==> config.mk <==
export PLATFORM = sky130hd
export DESIGN_NAME = sdd_back
export DESIGN_NICKNAME = d
export VERILOG_FILES = /design/src/rtl/core/scaled_decimal_divide_round_even_top_assert.svh /design/src/rtl/core/sdd_pkg.sv /design/src/rtl/core/sdd_back.sv
export SDC_FILE = /design/constraint.sdc
export NUM_CORES = 1
export LEC_CHECK = 0
export BUFFER_PORTS_ARGS = -buffer_cell sky130_fd_sc_hd__buf_2
export CORE_ASPECT_RATIO = 0.75
export CORE_MARGIN = 1
export CORE_UTILIZATION = 35
export DETAILED_ROUTE_END_ITERATION = 10
export HOLD_SLACK_MARGIN = 0.12
export PLACE_DENSITY_LB_ADDON = 0.15
export SETUP_SLACK_MARGIN = 0.2
export SLEW_MARGIN = 20
export SYNTH_ARGS = -nofsm -noshare
export SYNTH_HDL_FRONTEND = slang
export SYNTH_SLANG_ARGS = --single-unit
==> constraint.sdc <==
create_clock -name i_clk -period 15.5 [get_ports i_clk]
set_clock_uncertainty 0.15 [all_clocks]
set_input_delay 0 -clock i_clk [delete_from_list [all_inputs] [get_ports i_clk]]
set_output_delay 0 -clock i_clk [all_outputs]
set_load 0.1 [all_outputs]
==> src/rtl/core/scaled_decimal_divide_round_even_top_assert.svh <==
// Assertion macros for the scaled decimal divider.
`ifndef SCALED_DECIMAL_DIVIDE_ROUND_EVEN_TOP_ASSERT_SVH
`define SCALED_DECIMAL_DIVIDE_ROUND_EVEN_TOP_ASSERT_SVH

`define SDD_ASSERT_IMP(label, clk, rst_n, pre, post) \
    label: assert property (@(posedge clk) disable iff (!rst_n) (pre) |-> (post)) \
        else $error("assertion failed");

`define SDD_ASSERT_NXT(label, clk, rst_n, pre, post) \
    label: assert property (@(posedge clk) disable iff (!rst_n) (pre) |=> (post)) \
        else $error("assertion failed");

`endif

==> src/rtl/core/sdd_pkg.sv <==
package sdd_pkg;
    localparam int WideW = 128;
    localparam int ExpW  = 6;
    localparam int SelW  = 2;
    localparam int PowEntries = 39;

    typedef enum logic [1:0] {
        ST_OK       = 2'd0,
        ST_DIV_ZERO = 2'd1,
        ST_RANGE    = 2'd2,
        ST_NUM_OVF  = 2'd3
    } t_status;

    localparam logic CFG_SCALE = 1'b0;
    localparam logic CFG_WSEL  = 1'b1;

    // Per-item control that rides alongside the divider datapath.
    typedef struct packed {
        logic    neg;
        logic    err;
        t_status status;
        logic [SelW-1:0] wsel;
    } t_ctrl;

    typedef logic [PowEntries-1:0][WideW-1:0] t_pow_tab;

    // 10^e for e in 0..38; all fit in 127 bits.
    function automatic t_pow_tab pow10_table();
        t_pow_tab tab;
        tab[0] = 128'd1;
        for (int k = 1; k < PowEntries; k++) begin
            tab[k] = (tab[k-1] << 3) + (tab[k-1] << 1);
        end
        return tab;
    endfunction

    localparam t_pow_tab Pow10Tab = pow10_table();
endpackage

==> src/rtl/core/sdd_back.sv <==
// Round half to even, range check, sign restore.
module sdd_back #(
    parameter int DATA_WIDTH = 128
) (
    input  logic           i_clk,
    input  logic           i_rst_n,
    input  logic           i_en,
    input  logic           i_valid,
    input  logic [127:0]   i_quo,
    input  logic [127:0]   i_rem,
    input  logic [127:0]   i_den,
    input  sdd_pkg::t_ctrl i_ctrl,
    output logic           o_valid,
    output logic [127:0]   o_res,
    output logic [1:0]     o_status
);
    import sdd_pkg::*;

    logic [127:0] n_dist, n_q;
    logic         n_up;

    always_comb begin
        n_dist = i_den - i_rem;
        n_up = (n_dist < i_rem) || ((n_dist == i_rem) && i_quo[0]);
        n_q = i_quo + {127'd0, n_up};
    end

    logic         r_v1;
    logic [127:0] r_q;
    t_ctrl        r_c;

    always_ff @(posedge i_clk) begin
        if (!i_rst_n) begin
            r_v1 <= 1'b0;
        end else if (i_en) begin
            r_v1 <= i_valid;
        end
        if (i_en) begin
            r_q <= n_q;
            r_c <= i_ctrl;
        end
    end

    logic [7:0]   n_w;
    logic [127:0] n_lim;
    logic         n_bad;
    logic [127:0] n_res;
    t_status      n_st;

    always_comb begin
        n_w = 8'd16 << r_c.wsel;
        if (int'(n_w) > DATA_WIDTH) begin
            n_w = 8'(DATA_WIDTH);
        end
        n_lim = 128'd1 << (n_w - 8'd1);
        n_bad = r_c.neg ? (r_q > n_lim) : (r_q >= n_lim);
        n_st  = r_c.status;
        n_res = r_c.neg ? (~r_q + 128'd1) : r_q;
        if (!r_c.err && n_bad) begin
            n_st = ST_RANGE;
        end
        if (r_c.err || n_bad) begin
            n_res = '0;
        end
    end

    logic         r_v2;
    logic [127:0] r_res;
    logic [1:0]   r_st;

    always_ff @(posedge i_clk) begin
        if (!i_rst_n) begin
            r_v2 <= 1'b0;
        end else if (i_en) begin
            r_v2 <= r_v1;
        end
        if (i_en) begin
            r_res <= n_res;
            r_st  <= n_st;
        end
    end

    assign o_valid  = r_v2;
    assign o_res    = r_res;
    assign o_status = r_st;
endmodule

Word-level counts from Yosys, hierarchy flattened:

Index checks and enable logic that the tools add are counted.

* equality and inequality tests: 1
* muxes and demuxes: 3
* bitwise gates (word level): 1
* reductions and logical operators: 5
* add/sub/neg operators: 4
* shift-type cells: 2
* order comparisons: 4
* multiply operators: 0
* div/mod/pow operators: 0

Operators with widths (number)
* $add 128x1->128: 1
* $add 128x1->128 const B: 1
* $eq 128x128->1: 1
* $ge 128x128->1: 1
* $gt 128x128->1: 1
* $lt 128x128->1: 1
* $mux 128: 1
* $not 128->128: 1
* $shl 1x8->128 const A: 1
* $sub 128x128->128: 1
* $gt 8x8->1 const B: 1
* $mux 8: 1
* $shl 5x2->8 const A: 1
* $sub 8x1->8 const B: 1
* $logic_and 1x1->1: 2
* $logic_or 1x1->1: 2
* $logic_not 1->1: 1
* $mux 1: 1

* register bits after elaboration: 266
* input bits: 394
* memory bits (read-only): 0
* output and inout port bits: 131
* memory bits (writable): 0
* word-level logic and storage cells: 29
* latch bits: 0
* memories kept: 0

Longest topological paths before layout:

* depth after elaboration: 8
* depth in mapped cells: 41
* gate-level depth less buffers: 41

Least setup slack after synthesis:

Ideal clock, no wire load.

* kind: input to register
* from: input i_rem[13]
* to: register r_q[112], data pin
* buffers on the path: 1
* stages on the path: 39
* required time: 15.092 ns
* library setup time: 0.258 ns
* setup slack: 7.601 ns
* data arrival time: 7.491 ns
* path through: inv_1 > ha_1 > clkbuf_1 > nand4_1 > or3_1 > a21oi_1 > o31ai_1 > a2111oi_0 > a211oi_1 > nor4_1 > o21ai_0 > o41ai_1 > nand2_1 > a21oi_1 > xor2_1 > ha_1 > nor2b_1 > o21ai_0 > (+3 left out) > o21ai_0 > nand2b_1 > a21oi_1 > nand2_1 > a221o_1 > nand2_1 > ha_1 > ha_1 > nand3_1 > nor3_1 > and2_1 > nor3b_1 > nand4_1 > nor3_1 > nand2_1 > nor3_1 > nand3_1 > xnor2_1

* cells in the longest elaborated chain, start to end: 5
* elaborated cells on any way between the ends: 6
* those cells by class: 2 x add/sub; 1 x order compare; 1 x eq/ne; 2 x reduce/logical

RTL lines
* start: declaration: RTL line sdd_back.sv:10 `input logic [127:0] i_rem,`
* parallel branches: the longest is 3 deep, another holds $sub 128x128->128
* $logic_or 1x1->1 *: RTL line sdd_back.sv:24 `n_up = (n_dist < i_rem) || ((n_dist == i_rem) && i_quo[0]);`
* $add 128x1->128 *: RTL line sdd_back.sv:25 `n_q = i_quo + {127'd0, n_up};`
* via n_q[112]: RTL line sdd_back.sv:19 `logic [127:0] n_dist, n_q;`
* end signal: assignment: RTL line sdd_back.sv:39 `r_q <= n_q;`
* end: declaration: RTL line sdd_back.sv:29 `logic [127:0] r_q;`

Mark *: on every way through the listed nets, which the timed path passes.
A chain may end at the register's enable or synchronous reset.

Final worst setup path:

Ends and elaborated chain as after synthesis.

==> key figures <==
Power and ir drop
  – Total power density per cell area: 81.6 nW/um2
  – Total net switching power: 982 uW
  – Cell internal pwr: 1670 uW
  – Power share of the combinational group: 0.391
  – Static leakage: 0.0141 uW
  – Sequential share of power: 0.339
  – Clock Power Share: 0.270
  – Net switching share of the total power: 0.371
  – Total power after layout: 2650 uW
  – Worst supply voltage drop on vdd: 0.0771 mV

Clocking
  – Total clock buffers created by CTS: 30
  – Buffers from clock root to sink, at most: 3
  – Clock root cell: clkbuf_16
  – Sinks on Clock Net: 266
  – Source-to-sink clock delay at the later pin of the worst-skew pair: 0.60 ns
  – H-tree levels: 1
  – Resize count post-CTS: 0
  – TritonCTS clock tree: built
  – Clock transition at path regs: 0.06 ns

Setup path
  – Critical path arrival: 11.44 ns
  – Worst R2R End: o_res[68]
  – Startpoint types: input pin
  – CP Data Required Time: 15.69 ns
  – Setup slack of the worst register-to-register path: 10.25 ns
  – Worst r2r path cells: 13
  – Critical R2R Launch: r_q[72]
  – Crit Path Class: in -> reg
  – Critical-path maximum fanout: 8
  – Slowest CP cell: o41ai_1
  – Crit path largest cell delay: 1.04 ns
  – Kind of end point of the critical path: flip-flop

Floorplanning
  – Die extent in y: 233 um
  – Number of standard-cell rows in the floorplan: 84
  – Initial Utilization: 0.355
  – Horizontal die dimension: 310 um
  – Area of the placeable core: 70,300 um2
  – Io pins: 525
  – Die Area: 72,400 um2

Yosys
  – Post-synthesis share of cell area spent on xor and xnor gates: 0.133
  – Number of flip-flops and latches in the synthesized netlist: 266
  – Biggest area consumer among synthesized cells: edfxtp_1
  – Yosys warning count: 0
  – Portion of netlist area occupied by mux cells: 0.00160
  – Number of unique standard cell types used by synthesis: 71
  – Dominant combinational cell family by area after synthesis: simple AND/OR/NAND/NOR gates
  – Post-synthesis adder-cell area fraction: 0.132
  – Synth Instances: 2,886
  – Average cell area after synthesis: 8.65 um2
  – Share of the synthesized area in compound gates (AO/OA/AOI/OAI): 0.170
  – Number of synthesized flops with an enable pin: 264
  – Biggest area contributors in the synthesized netlist: edfxtp_1 (32%), ha_1 (13%), xor2_1 (6.7%)
  – Part of the Yosys area used for sequential elements: 0.319
  – Top_reg_cell synth: edfxtp_1
  – Dominant cell by count in the synthesized netlist: nor2_1
  – Share of Yosys cell area claimed by the top area cell type: 0.318
  – Asr flop ratio synth: 0
  – Area share of and/or/nand/nor cells after synthesis: 0.204
  – Nets in the synthesized netlist: 3,543
  – Synth cell count leaders: nor2_1 (285), edfxtp_1 (264), ha_1 (262), nand2_1 (256), a21oi_1 (216)
  – Cell area after synthesis: 25,000 um2

Cells and area
  – Share of cells above drive strength 1: 0.169
  – FILL cells: 6,966
  – Layout overhead on the synthesized area: 30.0%
  – Post-layout instance count excluding filler cells: 4,626
  – Nets@finish: 4,308

Timing
  – Final Hold Fails: 0
  – Count of pins over their slew limit: 0
  – Worst slew slack as a fraction of its limit: 0.265
  – Min Tclk post-route: 11.25 ns
  – Share of the cycle needed by the critical path after routing: 0.726
  – Count of final setup violators: 0
  – Slew @ Worst Pin: 1.09 ns
  – Setup repair after global routing missed its margin: no
  – Worst-case hold slack: 0.157 ns
  – Total negative slack: 0 ns
  – Max Clk Rate: 0.0889 GHz

Run
  – Count of maximum capacitance violations: 0

Place
  – Number of cells in the design after placement: 4,278
  – Placed wire-length estimate: 71,500 um
  – Weighted congestion at the end of routability-driven global placement: 0.925
  – Number of port buffers: 524

Global routing
  – Grt met3 use: 0.0279
  – Met1 Track Usage GR: 0.328
  – Routing usage on met2: 0.375
  – First-pass GRT wire length: 132,000 um
  – Number of antenna violations at the first check in global routing: 9
  – Congestion Overflow GR: 0
  – GRT Total Usage: 0.233
  – Largest net degree at the start of global routing: 124
  – Most utilized layer in the global route result: met2
  – Vias in the first global route: 23,300

Run status
  – Run status: completed

Detailed routing
  – First-pass DRT Iterations: 5
  – Number of antenna-violating nets in the routed design: 0
  – Final wirelength: 88,000 um
  – Detailed-route wire length per cell: 19.0 um
  – 1st-iter DRT viols: 1,826
  – Number of vias in the routed layout: 24,300
  – Via density per instance: 5.26
  – Residual DRC count: 0

Worst hold path
  – Hold Path End: r_q[83]
  – Number of stages on the worst hold path: 3
  – HP Class: in -> reg
  – Min-delay src: i_quo[83]
power groups by stage:
| stage | logic (uW) | registers, uW | clock network, uW |
|---|---|---|---|
| CTS | 1030 | 898 | 730 |
| detailed placement | 961 | 913 | 0 |
| global placement | 970 | 913 | 0 |
| finish | 1040 | 898 | 714 |
| floorplan | 531 | 1060 | 0 |
| global route | 1130 | 904 | 755 |
through the flow:
stage | instance area, um2 | util | worst slack (ns)
2_1_floorplan | 25000 | - | 7.60
3_3_place_gp | 28600 | 0.406 | 4.20
3_5_place_dp | 28600 | 0.406 | 4.32
4_1_cts | 32400 | 0.461 | 4.32
5_1_grt | 32400 | 0.461 | 3.34
6_report | 32400 | 0.461 | 4.25
sequential cells by signal, indices dropped and copies added, names as in the netlist:
| name | count |
|---|---|
| r_v1 | 1 |
| o_status | 2 |
| r_c | 6 |
| r_q | 128 |
| o_res | 128 |
| o_valid | 1 |
metal layers:
metal,routed length [um],part of all wire,vias to the layer above
li1,-,-,12000
met1,41200,0.47,11300
met2,39300,0.45,851
met3,5410,0.061,113
met4,2070,0.023,2
met5,17,0.00019,-
critical path: cells and delay by family:
family / cells / cell delay, ns
simple gates: 19 / 5.34
compound gates: 12 / 3.72
fa+ha+maj: 4 / 1.16
buf+inv: 4 / 0.85
xor+xnor: 2 / 0.35
layout make-up:
type | instances | area (um2) | share of cell area
multi-input cells | 2353 | 16000 | 0.494
flip-flops and latches | 266 | 7970 | 0.246
repair buffers | 824 | 5600 | 0.173
clock buffers | 37 | 777 | 0.0240
well taps | 946 | 1180 | 0.0365
clock inverters | 18 | 210 | 0.00648
diodes | 6 | 15.0 | 0.000463
inverters | 176 | 661 | 0.0204
cells in the final DEF (no fill, tap or decap), types with 8 or more instances in the layout:
master | netlist | final
and2_1 | 16 | 16
and3_1 | 40 | 40
a31oi_1 | 12 | 12
nand2b_1 | 36 | 35
nor3_1 | 59 | 56
xnor2_1 | 187 | 187
inv_1 | 176 | 176
a21boi_0 | 13 | 13
a21o_1 | 94 | 94
o21a_1 | 15 | 15
clkbuf_16 | 0 | 30
edfxtp_1 | 264 | 264
nand4_1 | 114 | 114
a21oi_1 | 216 | 216
ha_1 | 262 | 262
o41ai_1 | 23 | 22
or2_2 | 15 | 15
nand2_1 | 256 | 256
and4_1 | 16 | 16
xor2_1 | 191 | 191
buf_2 | 1 | 523
nor2_1 | 285 | 285
o21ai_0 | 165 | 165
nor4_1 | 16 | 15
clkinv_1 | 0 | 8
nor2b_1 | 33 | 33
or4_1 | 13 | 13
buf_4 | 0 | 13
o31ai_1 | 41 | 41
a211oi_1 | 9 | 9
nand3_1 | 80 | 80
dlygate4sd3_1 | 0 | 287
o221ai_1 | 8 | 8
or3_1 | 28 | 28
o21bai_1 | 34 | 34
logic make-up after synthesis:
group / after synthesis
xor gates and xnor gates: 378
muxes: 4
AOI/OAI and AO/OA: 676
and+or+nand+nor: 1032
adders and majority gates: 263
buffers and inverters: 267
DFF: 266
timing repair:
item / CTS / global route
setup buffers: 0 / 0
endpoints found under the hold margin: 257 / 0
hold buffers: 287 / 0
worst max-delay path by stage:
stage                          from  endpoint  slack, ns  depth (start not counted)
after CTS                 i_rem[13]  r_q[112]       4.32                         41
after floorplan           i_rem[13]  r_q[112]       7.60                         39
final                     i_rem[13]  r_q[112]       4.25                         41
after global placement    i_rem[10]  r_q[120]       4.20                         40
after global routing      i_rem[13]  r_q[112]       3.34                         41
after detailed placement  i_rem[13]  r_q[112]       4.32                         40
No activity file was read; power rests on OpenSTA's default activity.
